===== src/hdl/qri_pkg.sv =====
// ---------------------------------------------------------------------------
// qri_pkg: shared types and constants for the quaternion rate integrator
// Widths, controller commands, state encoding and the product term decoder.
// ---------------------------------------------------------------------------
package qri_pkg;

   localparam int QW       = 32;   // quaternion and rate field width
   localparam int TSW      = 24;   // time step width
   localparam int SW       = 42;   // derivative sum width
   localparam int AW       = 68;   // increment accumulator width
   localparam int IW       = 43;   // increment width
   localparam int MW       = 44;   // magnitude width before scaling
   localparam int QUOW     = 31;   // quotient width

   localparam logic signed [QW-1:0] ONE_Q30  = 32'sh4000_0000;
   localparam logic [TSW-1:0]       TS_RESET = 24'd33554;

   // request operation codes
   localparam logic REQ_INTEGRATE = 1'b0;
   localparam logic REQ_LOAD      = 1'b1;

   localparam logic [5:0] PROD_STEPS = 6'd12;
   localparam logic [5:0] INCR_STEPS = 6'd8;
   localparam logic [5:0] SQ_STEPS   = 6'd4;
   localparam logic [5:0] SQRT_LAST  = 6'd31;
   localparam logic [5:0] DIV_LAST   = 6'd30;

   typedef enum logic [3:0] {
      OP_NONE,
      OP_ACCEPT,
      OP_PROD,
      OP_INCR,
      OP_VEC,
      OP_SHR,
      OP_SHL,
      OP_SQ,
      OP_ROOT,
      OP_SQRT,
      OP_DINIT,
      OP_DIV,
      OP_WRQ,
      OP_WRID,
      OP_OUT
   } op_type;

   typedef enum logic [3:0] {
      ST_IDLE,
      ST_PROD,
      ST_INCR,
      ST_VEC,
      ST_SHIFT,
      ST_SQ,
      ST_ROOT,
      ST_SQRT,
      ST_DINIT,
      ST_DIV,
      ST_WRQ,
      ST_DONE
   } state_type;

   typedef struct packed {
      op_type     op;
      logic [3:0] idx;
   } cmd_type;

   typedef struct packed {
      logic zero;
      logic shr;
      logic shl;
   } status_type;

   typedef struct packed {
      logic [1:0] qa;
      logic [1:0] wb;
      logic [1:0] tgt;
      logic       sub;
   } term_type;

   // one product of the quaternion derivative per step
   function automatic term_type prod_term(input logic [3:0] k);
      term_type t;
      unique case (k)
         4'd0:    t = '{qa: 2'd1, wb: 2'd0, tgt: 2'd0, sub: 1'b1};
         4'd1:    t = '{qa: 2'd2, wb: 2'd1, tgt: 2'd0, sub: 1'b1};
         4'd2:    t = '{qa: 2'd3, wb: 2'd2, tgt: 2'd0, sub: 1'b1};
         4'd3:    t = '{qa: 2'd0, wb: 2'd0, tgt: 2'd1, sub: 1'b0};
         4'd4:    t = '{qa: 2'd2, wb: 2'd2, tgt: 2'd1, sub: 1'b0};
         4'd5:    t = '{qa: 2'd3, wb: 2'd1, tgt: 2'd1, sub: 1'b1};
         4'd6:    t = '{qa: 2'd0, wb: 2'd1, tgt: 2'd2, sub: 1'b0};
         4'd7:    t = '{qa: 2'd1, wb: 2'd2, tgt: 2'd2, sub: 1'b1};
         4'd8:    t = '{qa: 2'd3, wb: 2'd0, tgt: 2'd2, sub: 1'b0};
         4'd9:    t = '{qa: 2'd0, wb: 2'd2, tgt: 2'd3, sub: 1'b0};
         4'd10:   t = '{qa: 2'd1, wb: 2'd1, tgt: 2'd3, sub: 1'b0};
         4'd11:   t = '{qa: 2'd2, wb: 2'd0, tgt: 2'd3, sub: 1'b1};
         default: t = '{qa: 2'd0, wb: 2'd0, tgt: 2'd0, sub: 1'b0};
      endcase
      return t;
   endfunction

endpackage


===== src/hdl/qri_ctrl.sv =====
// ---------------------------------------------------------------------------
// qri_ctrl: sequencer for the quaternion rate integrator
// Steps the datapath through products, increment, scaling, root and divide.
// ---------------------------------------------------------------------------
module qri_ctrl import qri_pkg::*; (
   input  logic       clock,
   input  logic       reset,
   input  logic       req_valid,
   input  logic       req_operation,
   output logic       req_ready,
   input  logic       rsp_ready,
   output logic       rsp_valid,
   input  status_type status,
   output cmd_type    cmd
);

   state_type  state_ff, state_in;
   logic [5:0] cnt_ff, cnt_in;
   logic       rsp_valid_ff, rsp_valid_in;
   logic       out_free;

   assign out_free  = !rsp_valid_ff || rsp_ready;
   assign rsp_valid = rsp_valid_ff;

   always_ff @(posedge clock) begin
      if (reset) begin
         state_ff     <= ST_IDLE;
         cnt_ff       <= '0;
         rsp_valid_ff <= 1'b0;
      end else begin
         state_ff     <= state_in;
         cnt_ff       <= cnt_in;
         rsp_valid_ff <= rsp_valid_in;
      end
   end

   always_comb begin
      state_in     = state_ff;
      cnt_in       = cnt_ff;
      cmd          = '{op: OP_NONE, idx: cnt_ff[3:0]};
      req_ready    = 1'b0;
      rsp_valid_in = rsp_valid_ff && !rsp_ready;
      unique case (state_ff)
         ST_IDLE: begin
            req_ready = 1'b1;
            cnt_in    = '0;
            if (req_valid) begin
               cmd.op   = OP_ACCEPT;
               state_in = (req_operation == REQ_LOAD) ? ST_DONE : ST_PROD;
            end
         end
         ST_PROD: begin
            cnt_in = cnt_ff + 6'd1;
            if (cnt_ff < PROD_STEPS) begin
               cmd.op = OP_PROD;
            end else begin
               // last product drains through the accumulator here
               cnt_in   = '0;
               state_in = ST_INCR;
            end
         end
         ST_INCR: begin
            cnt_in = cnt_ff + 6'd1;
            if (cnt_ff < INCR_STEPS) begin
               cmd.op = OP_INCR;
            end else begin
               cnt_in   = '0;
               state_in = ST_VEC;
            end
         end
         ST_VEC: begin
            cmd.op   = OP_VEC;
            state_in = ST_SHIFT;
         end
         ST_SHIFT: begin
            if (status.zero) begin
               cmd.op   = OP_WRID;
               state_in = ST_DONE;
            end else if (status.shr) begin
               cmd.op = OP_SHR;
            end else if (status.shl) begin
               cmd.op = OP_SHL;
            end else begin
               cnt_in   = '0;
               state_in = ST_SQ;
            end
         end
         ST_SQ: begin
            cnt_in = cnt_ff + 6'd1;
            if (cnt_ff < SQ_STEPS) begin
               cmd.op = OP_SQ;
            end else begin
               cnt_in   = '0;
               state_in = ST_ROOT;
            end
         end
         ST_ROOT: begin
            cmd.op   = OP_ROOT;
            cnt_in   = '0;
            state_in = ST_SQRT;
         end
         ST_SQRT: begin
            cmd.op = OP_SQRT;
            cnt_in = cnt_ff + 6'd1;
            if (cnt_ff == SQRT_LAST) begin
               state_in = ST_DINIT;
            end
         end
         ST_DINIT: begin
            cmd.op   = OP_DINIT;
            cnt_in   = '0;
            state_in = ST_DIV;
         end
         ST_DIV: begin
            cmd.op = OP_DIV;
            cnt_in = cnt_ff + 6'd1;
            if (cnt_ff == DIV_LAST) begin
               state_in = ST_WRQ;
            end
         end
         ST_WRQ: begin
            cmd.op   = OP_WRQ;
            state_in = ST_DONE;
         end
         ST_DONE: begin
            // hold until the output register can take the result
            if (out_free) begin
               cmd.op       = OP_OUT;
               rsp_valid_in = 1'b1;
               state_in     = ST_IDLE;
            end
         end
         default: begin
            state_in = ST_IDLE;
         end
      endcase
   end

endmodule


===== config.mk =====
export PLATFORM = sky130hd
export DESIGN_NAME = qri_ctrl
export DESIGN_NICKNAME = d
export VERILOG_FILES = /design/src/hdl/qri_pkg.sv /design/src/hdl/qri_ctrl.sv
export SDC_FILE = /design/constraint.sdc
export NUM_CORES = 1
export LEC_CHECK = 0
export BUFFER_PORTS_ARGS = -buffer_cell sky130_fd_sc_hd__buf_4
export CORE_MARGIN = 10
export CORE_UTILIZATION = 60
export CTS_BUF_LIST = sky130_fd_sc_hd__clkbuf_8
export DETAILED_ROUTE_END_ITERATION = 12
export PLACE_DENSITY = 0.83
export SLEW_MARGIN = 5
export SYNTH_ARGS = -nofsm -noshare
export SYNTH_HDL_FRONTEND = slang
export SYNTH_SLANG_ARGS = --single-unit

===== constraint.sdc =====
create_clock -name clock -period 4.01 [get_ports clock]
set_input_delay 0.401 -clock clock [delete_from_list [all_inputs] [get_ports clock]]
set_output_delay 0.401 -clock clock [all_outputs]
set_load 0.01 [all_outputs]

# After elaboration in Yosys (flattened, before gate mapping)
# Index checks and enable logic that the tools add are counted.
dict set report totals {
  inputBits 8
  mem_count 0
  latch_bits 0
  rom_bits 0
  wordCells 73
  reg_bits 11
  ram_bits 0
}
dict set report classes {
  mux 31
  n_reduce_logical 10
  order_cmp 3
  n_addsub 1
  mul 0
  div_mod_pow 0
  n_eq_ne 25
  shift 0
  n_bitwise 0
}
# operator n
set ops {}
lappend ops {{case mux 4 bit (12 select lines)} 2}
lappend ops {{2-to-1 mux 4 bit} 13}
lappend ops {{2-to-1 mux 6 bit} 6}
lappend ops {{case mux 6 bit (6 select lines)} 1}
lappend ops {{!= test 2 bit, second input constant} 10}
lappend ops {{equality test 4 x 3 -> 1 bit, second input constant} 4}
lappend ops {{equality test 4 bit, second input constant} 4}
lappend ops {{equality test 6 x 5 -> 1 bit, second input constant} 2}
lappend ops {{< comparator 6 x 4 -> 1 bit, second input constant} 2}
lappend ops {{2-to-1 mux 3 bit} 3}
lappend ops {{AND reduction 9 bit} 1}
lappend ops {{equality test 4 x 2 -> 1 bit, second input constant} 2}
lappend ops {{adder 6 x 1 -> 6 bit, second input constant} 1}
lappend ops {{< comparator 6 x 3 -> 1 bit, second input constant} 1}
lappend ops {{!= test 3 bit, second input constant} 2}
lappend ops {{nonzero test 6 bit} 1}
lappend ops {{equality test 4 x 1 -> 1 bit, second input constant} 1}
lappend ops {{logical NOT 4 bit} 1}
lappend ops {{2-to-1 mux 1 bit} 4}
lappend ops {{2-to-1 mux 2 bit} 2}
lappend ops {{AND reduction 4 bit} 1}
lappend ops {{OR reduction 3 bit} 1}
lappend ops {{logical NOT 1 bit} 2}
lappend ops {{OR reduction 2 bit} 1}
lappend ops {{other kinds (2)} 2}

# Longest topological paths before layout
# Gate-level depths: netlist of run 1.
dict set report logic_depth {
  depth_word 4
  ltp_mapped 7
}

# Least setup slack after synthesis of run 1
# No wires, ideal clock.
dict set report synth_timing {
  path_kind {reg-to-output}
  start {register state_ff[3]}
  end {output port cmd[4] (netlist bit)}
  required_time_ns 3.609
  arrival_time_ns 1.341
  setup_slack_ns 2.268
  path_buffers 1
  stages_incl_launch_ff 6
  cell_sequence {dfxtp_1 -> buf_6 -> and4b_4 -> a31oi_1 -> nand3_2 -> nand3b_1}
}
# item line
set synth_lines {}
lappend synth_lines {{start, declared} qri_ctrl.sv:17} ;# state_type state_ff, state_in;
lappend synth_lines {{start signal, assigned} qri_ctrl.sv:31} ;# state_ff <= state_in;
lappend synth_lines {{end, declared} qri_ctrl.sv:14} ;# output cmd_type cmd

==> key figures, run 1 <==
Run status
  • Outcome: finished clean

Clocking
  • Clock sink count: 11
  • Root buf cell: clkbuf_8
  • CTS tree: yes
  • H-tree depth: 1
  • Hold_buf cts: 0
  • Clock Latency Late Sink: between 200 and 250 ps
  • CTS Buffer Depth: 2
  • Resized cells post-CTS: 0
  • CTS Buf Count: 3
  • Clock slew at reported path FFs: 50 ps
  • Post-CTS setup buffer count: 0

Logic synthesis
  • Post-synth EDFFs: 0
  • Synthesis Warnings: 0
  • Post-synthesis compound-gate area fraction: between 20 and 30%
  • Mean Syn Cell Area: approximately 8 sq um
  • Multiplexer share of the synthesized area: 0.826%
  • Largest cells by area after synthesis: dfxtp_1 18%, buf_6 6.5%, a21oi_1 4.5%, nand3_1 4.1%, nand2_1 3.4%
  • Synth unique cells: 52
  • Synth Area in XOR/XNOR: 0%
  • Largest family of logic cells by synthesized area: simple AND/OR/NAND/NOR gates
  • Yosys top cell area share: 18.2%
  • Most common library cells after synthesis: 11 x a21oi_1, 11 x dfxtp_1, 11 x nand2_1, 10 x nand3_1, 8 x nor2_1
  • Adder-Cell Fraction of Synth Area: about 2.1%
  • Simple-Gate Fraction of Synth Area: 36.1%
  • Synthesized Nets: around 160
  • Primary FF master, synth: dfxtp_1
  • Number of synthesized register bits: 11
  • Synth area leader: dfxtp_1
  • Register area share after synthesis: 18.2%
  • Post-synthesis cell area: 0.00121 sq mm
  • Synth Instances: between 100 and 150
  • Post-synth ARST share: 0%

Finish
  • # nets final: around 170
  • Area delta synth->final: 4.44%
  • N_diodes: 0
  • Non-filler instance count after layout: 181
  • Layout cells sized above 1: 23.4%

Power
  • Clk pwr share: 12.8%
  • Gate power share: between 50% and 60%
  • Switching Power: 0.399 mW
  • Switching share of power: between 40% and 50%
  • Leak: a little under 0.5 nW
  • Power consumption: about 0.85 mW
  • Reg power frac: between 20% and 30%
  • Worst vdd ir: between 0.0004 and 0.0005 V
  • Power per Cell Area: 673 mW/mm^2
  • Int Power: ~0.45 mW

Detailed routing
  • Antenna-violating nets left: 0
  • DRC violations left: 0
  • Total Routed Length: 2.84 mm
  • Vias: 1168
  • DRT iter0 DRCs: a little under 50
  • DR WL/cell: 15.7 um
  • Iteration count of the initial detailed-routing pass: 4
  • Via density per instance: about 6.5

GRT
  • Initial antenna violation count: 0
  • Largest net degree at the start of global routing: 26
  • GRT Util Overall: 13.0%
  • GRT overflow: 0
  • Vias in the first global route: ~1.0k
  • First-pass GRT wire length: approximately 4.6 mm

STA
  • Hold Fails Final Rpt: 0
  • Min Tclk post-route: between 2000 and 2500 ps
  • Max Clk Rate: 402 MHz
  • Fin Setup TNS: 0 ps
  • Clk_skew: 5.58 ps
  • Worst slew pin tran: 767 ps
  • Slew HR: approximately 50%
  • Slew Limit Fails: 0
  • Unrepaired setup endpoints after global routing: no
  • Final number of setup-violating endpoints: 0
  • Tcrit/Tclk final: approximately three fifths

Worst setup path
  • Family with the most delay on the worst path: flip-flops
  • CP startpoint kind: flop
  • Worst Path Max Fanout: 22
  • WP data required: 3610 ps
  • CP Data Arrival Time: 2080 ps
  • Worst path bufs/invs: 1
  • CP cell instances: and4b_4, a31oi_1, nand3_2, nand3b_1, buf_4
  • Worst path slowest cell: dfxtp_1
  • Critical path type: flop to output port
  • Worst setup EP type: output port
  • Crit path largest cell delay: 790 ps

Floorplanning
  • Die H: 65.0 um
  • Top-Level Pins: 18
  • Initial Util: between 60% and 70%
  • Core area: 0.00194 sq mm
  • Rows: 16
  • Die Area: 0.00422 sq mm
  • Die width: 65.0 um

Placed design
  • HPWL Detailed: 2.01 mm
  • Number of port buffers: 17
  • RD Place Congestion: 0.840
  • Placed cells: 177

Run
  • Max Cap Viol: 0

Hold path
  • Hold Path Class: primary input to flop
==> power groups by stage <==
| stage | combinational (mW) | sequential, mW | clock [mW] |
|---|---|---|---|
| after floorplan | 0.495 | 0.164 | 0 |
| after global placement | 0.501 | 0.230 | 0 |
| after detailed placement | 0.504 | 0.235 | 0 |
| after CTS | 0.507 | 0.233 | 0.112 |
| after global routing | 0.563 | 0.246 | 0.116 |
| final | 0.508 | 0.236 | 0.109 |
==> cell type report <==
cell class | instances | area (sq um)
repair buffers | 17 | 128
flip-flops and latches | 11 | 220
well taps | 27 | 33.8
clock inverters | 1 | 3.75
inverters | 6 | 22.5
fillers | 169 | 676
multi-input cells | 116 | 817
clock buffers | 3 | 41.3
==> metrics by stage <==
step	setup slack (ps)	instance area (sq um)	utilization (%)	hold WS, ps
6_report	1520	1270	65.2	444
5_1_grt	1370	1270	65.2	446
2_1_floorplan	2270	1210	-	474
3_3_place_gp	1840	1220	62.9	494
3_5_place_dp	1800	1220	62.9	516
4_1_cts	1540	1270	65.2	432
==> kinds of logic (layout without fill, tap and decap cells) <==
kind of cell,after synthesis,count (layout)
DFF,11,11
AOI/OAI and AO/OA,47,47
buffers and inverters,21,27
muxes,1,1
and+or+nand+nor,66,66
adders and majority gates,2,2
==> registers in the layout, summed over array words and instances (netlist names) <==
register	count
cnt_ff	6
rsp_valid	1
state_ff	4
==> routing by layer <==
layer  vias to the layer above  part of all wire [%]  GRT usage, %
met2                        45                    47          21.6
met4                         0                   1.7          3.74
met3                         6                   7.2          4.47
met1                       543                    44          15.6
li1                        574                     -             -
met5                         -                     0             0
==> cell usage in the layout (no fill, tap or decap), drive strengths merged, types with 2 or more instances in the layout <==
cell type  synthesis  final
buf               11     17
a21oi             12     12
nand2             11     11
dfxtp             11     11
nand3             11     11
nor2               8      8
o21ai              8      8
inv                6      7
nand2b             5      5
nand3b             4      4
nor2b              4      4
nand4              4      4
nor4               4      4
nand4b             3      3
a21o               3      3
or3                3      3
a41oi              3      3
clkbuf             3      3
a32oi              3      3
o22ai              2      2
nor3b              2      2
a31oi              2      2
o21a               2      2
o221ai             2      2
a311oi             2      2
ha                 2      2
nor3               2      2
==> path summary, 6_finish.rpt <==
check | start | endpoint | slack [ps] | cells past startpoint
min | reset | cnt_ff[0] | 440 | 2
max reg2reg | state_ff[1] | state_ff[1] | 1830 | 5
min reg2reg | cnt_ff[1] | cnt_ff[1] | 520 | 2
max | state_ff[3] | cmd[4] | 1520 | 5
No activity file was read; power rests on OpenSTA's default activity.
==> inputs of run 2 (changes only) <==
--- a/config.mk
+++ b/config.mk
@@ -7,10 +7,10 @@
 export LEC_CHECK = 0
 export BUFFER_PORTS_ARGS = -buffer_cell sky130_fd_sc_hd__buf_4
 export CORE_MARGIN = 10
-export CORE_UTILIZATION = 60
+export CORE_UTILIZATION = 59
 export CTS_BUF_LIST = sky130_fd_sc_hd__clkbuf_8
 export DETAILED_ROUTE_END_ITERATION = 12
-export PLACE_DENSITY = 0.83
+export PLACE_DENSITY = 0.82
 export SLEW_MARGIN = 5
 export SYNTH_ARGS = -nofsm -noshare
 export SYNTH_HDL_FRONTEND = slang
==> constraint.sdc (replaced) <==
create_clock -name clock -period 2.43 [get_ports clock]
set_input_delay 0.243 -clock clock [delete_from_list [all_inputs] [get_ports clock]]
set_output_delay 0.243 -clock clock [all_outputs]
set_load 0.01 [all_outputs]
==> run 2 against run 1 <==
Effect of this change: critical path depth is the same; sequential power rose by 47%; sequential share of layout area down 0.40 points; highest routed layer unchanged.
==> key figures, run 2 (synthesized netlist as in run 1, its figures left out) <==
Clocking
  • Resized cells post-CTS: 0 (unchanged)
  • CTS Buf Count: 3 (unchanged)
  • Root buf cell: clkbuf_8
  • Clock sink count: 11 (unchanged)
  • CTS tree: yes
  • Post-CTS setup buffer count: 0 (unchanged)
  • Clock slew at reported path FFs: 60 ps (about the same)
  • CTS Buffer Depth: 2 (unchanged)
  • H-tree depth: 1 (unchanged)
  • Hold_buf cts: 0 (unchanged)
  • Clock Latency Late Sink: 250 ps (about the same)

GRT
  • First-pass GRT wire length: 4.89 mm (+5.7%)
  • Vias in the first global route: 1061 (+1.9%)
  • GRT Util Overall: 14.1% (+1.0 points)
  • GRT overflow: 0 (unchanged)
  • Initial antenna violation count: 0 (unchanged)
  • Largest net degree at the start of global routing: 21 (-19%)

Run status
  • Outcome: finished clean

STA
  • Final number of setup-violating endpoints: 0 (unchanged)
  • Fin Setup TNS: 0 ps (unchanged)
  • Clk_skew: 5.21 ps (-0.372 ps)
  • Worst slew pin tran: 650 ps (-117 ps)
  • Slew HR: 56.6% (+7.8 points)
  • Max Clk Rate: 435 MHz
  • Tcrit/Tclk final: 94.6%
  • Unrepaired setup endpoints after global routing: no
  • Slew Limit Fails: 0 (unchanged)
  • Min Tclk post-route: 2300 ps
  • Hold Fails Final Rpt: 0 (unchanged)

Worst setup path
  • Worst path bufs/invs: 1 (unchanged)
  • CP cell instances: nor2_1, a21o_1, a22oi_2, nand3_1, buf_4
  • CP startpoint: state_ff[0]
  • Family with the most delay on the worst path: flip-flops
  • Critical path type: flop to output port
  • WP data required: 2190 ps (-1420 ps)
  • R2R Setup Slk: 370 ps (-1460 ps)
  • Crit Reg-Reg Endpoint: state_ff[1]
  • CP Data Arrival Time: 2060 ps (-20 ps)
  • Worst path slowest cell: dfxtp_1
  • CP startpoint kind: flop
  • Worst Path Max Fanout: 20 (-9.1%)
  • Reg-to-Reg Start: state_ff[0]
  • Crit path largest cell delay: 730 ps (-60 ps)
  • R2R cell count: 5 (unchanged)
  • Worst setup EP type: output port

Finish
  • Most common cell after layout, fill and taps aside: buf_4
  • N_diodes: 0 (unchanged)
  • Most frequent cells in the layout: 21 x buf_4, 11 x nand2_1, 11 x a21oi_1, 11 x dfxtp_1, 10 x nand3_1
  • Util after Layout: 66.1% (+0.87 points)
  • Most flops, register: cnt_ff
  • # nets final: 169 (+2.4%)
  • Area delta synth->final: 6.91%
  • Max FFs per register: 6 (unchanged)
  • Layout cells sized above 1: 25.3% (+1.9 points)

Power
  • Gate power share: 63.9% (+4.3 points)
  • Int Power: 0.778 mW (+72%)
  • Switching Power: 0.716 mW (+79%)
  • Power per Cell Area: 1150 mW/mm^2 (+71%)
  • Reg power frac: 23.3% (-4.4 points)
  • Worst vdd ir: 0.000764 V (+69%)
  • Clk pwr share: 12.8% (about the same)
  • Switching share of power: 47.9% (+1.1 points)
  • Leak: 0.506 nW (+4.3%)

Floorplanning
  • Die H: 65.3 um (+0.59%)
  • Die width: 65.3 um (+0.59%)
  • Initial Util: 61.8% (-0.64 points)
  • Rows: 16 (unchanged)
  • Top-Level Pins: 18 (unchanged)
  • Die Area: 0.00427 sq mm (+1.2%)
  • Core area: 0.00196 sq mm (+1.0%)

Detailed routing
  • Antenna-violating nets left: 0 (unchanged)
  • DRT iter0 DRCs: 90 (+84%)
  • Vias: 1208 (+3.4%)
  • DR WL/cell: 16.3 um (+3.7%)
  • Iteration count of the initial detailed-routing pass: 4 (unchanged)
  • Met3 WL post-DR: 345 um (+67%)
  • Via density per instance: 6.53 (+1.2%)
  • Top sig layer: met4
  • DRC violations left: 0 (unchanged)
  • Total Routed Length: 3.01 mm (+6.0%)
  • Wl on met1: 1.27 mm (+0.80%)
  • Met2 wire length: 1.32 mm (-1.4%)

Run
  • Max Cap Viol: 0 (unchanged)

Hold path
  • Worst hold path endpoint: cnt_ff[0]
  • Hold Path Class: primary input to flop
  • Hold path cells: 2 (unchanged)
  • Hold Startpoint: reset

Placed design
  • RD Place Congestion: 0.816 (-2.9%)
  • Number of port buffers: 17 (unchanged)
  • HPWL Detailed: 2.15 mm (+6.9%)
-- run 2: cell count changes in the layout (fill, tap and decap cells not counted), sizes merged --
cell,delta
buf,+4
-- run 2: layer usage --
metal  global-route usage, %  vias up
li1                        -      580
met1                    16.9      553
met2                    21.3       64
met3                    4.58       11
met4                    8.29        0
met5                       0        -
-- run 2: how the worst max path moves through the flow --
stage                             end  slack, ps  cells after the start
after detailed placement  state_ff[1]        470                      5
after global placement         cmd[4]        480                      5
after CTS                      cmd[5]        180                      5
after global routing           cmd[5]          3                      5
after floorplan                cmd[4]        850                      5
final                          cmd[5]        130                      5
-- run 2: worst register-to-register path: stages, from the launching register on --
cell,delay [ps]
dfxtp_1,730
nor4b_2,160
nor3b_2,190
nor3_2,440
a41oi_1,200
a311oi_1,260
-- run 2: layout make-up --
cell class | count | area [sq um]
Clock inverter | 1 | 3.75
Clock buffer | 3 | 41.3
Inverter | 6 | 22.5
Timing Repair Buffer | 21 | 158
Fill cell | 175 | 666
Sequential cell | 11 | 220
Tap cell | 27 | 33.8
Multi-Input combinational cell | 116 | 817
-- run 2: per-stage QoR --
| step | worst slack (ps) | area, sq um | hold slack (ps) | cells | power (mW) |
|---|---|---|---|---|---|
| 3_3_place_gp | 477 | 1250 | 491 | 181 | 1.24 |
| 3_5_place_dp | 469 | 1250 | 507 | 181 | 1.28 |
| 6_report | 132 | 1300 | 278 | 185 | 1.49 |
| 5_1_grt | 3.41 | 1300 | 300 | 185 | 1.60 |
| 2_1_floorplan | 846 | 1210 | 427 | 148 | 1.09 |
| 4_1_cts | 184 | 1300 | 272 | 185 | 1.48 |
-- run 2: power groups by stage --
stage          clock network (mW)  logic [mW]  registers [mW]
2_1_floorplan                   0       0.817           0.271
5_1_grt                     0.199        1.04           0.362
3_3_place_gp                    0       0.902           0.340
6_report                    0.192       0.955           0.348
4_1_cts                     0.194       0.946           0.343
3_5_place_dp                    0       0.929           0.347
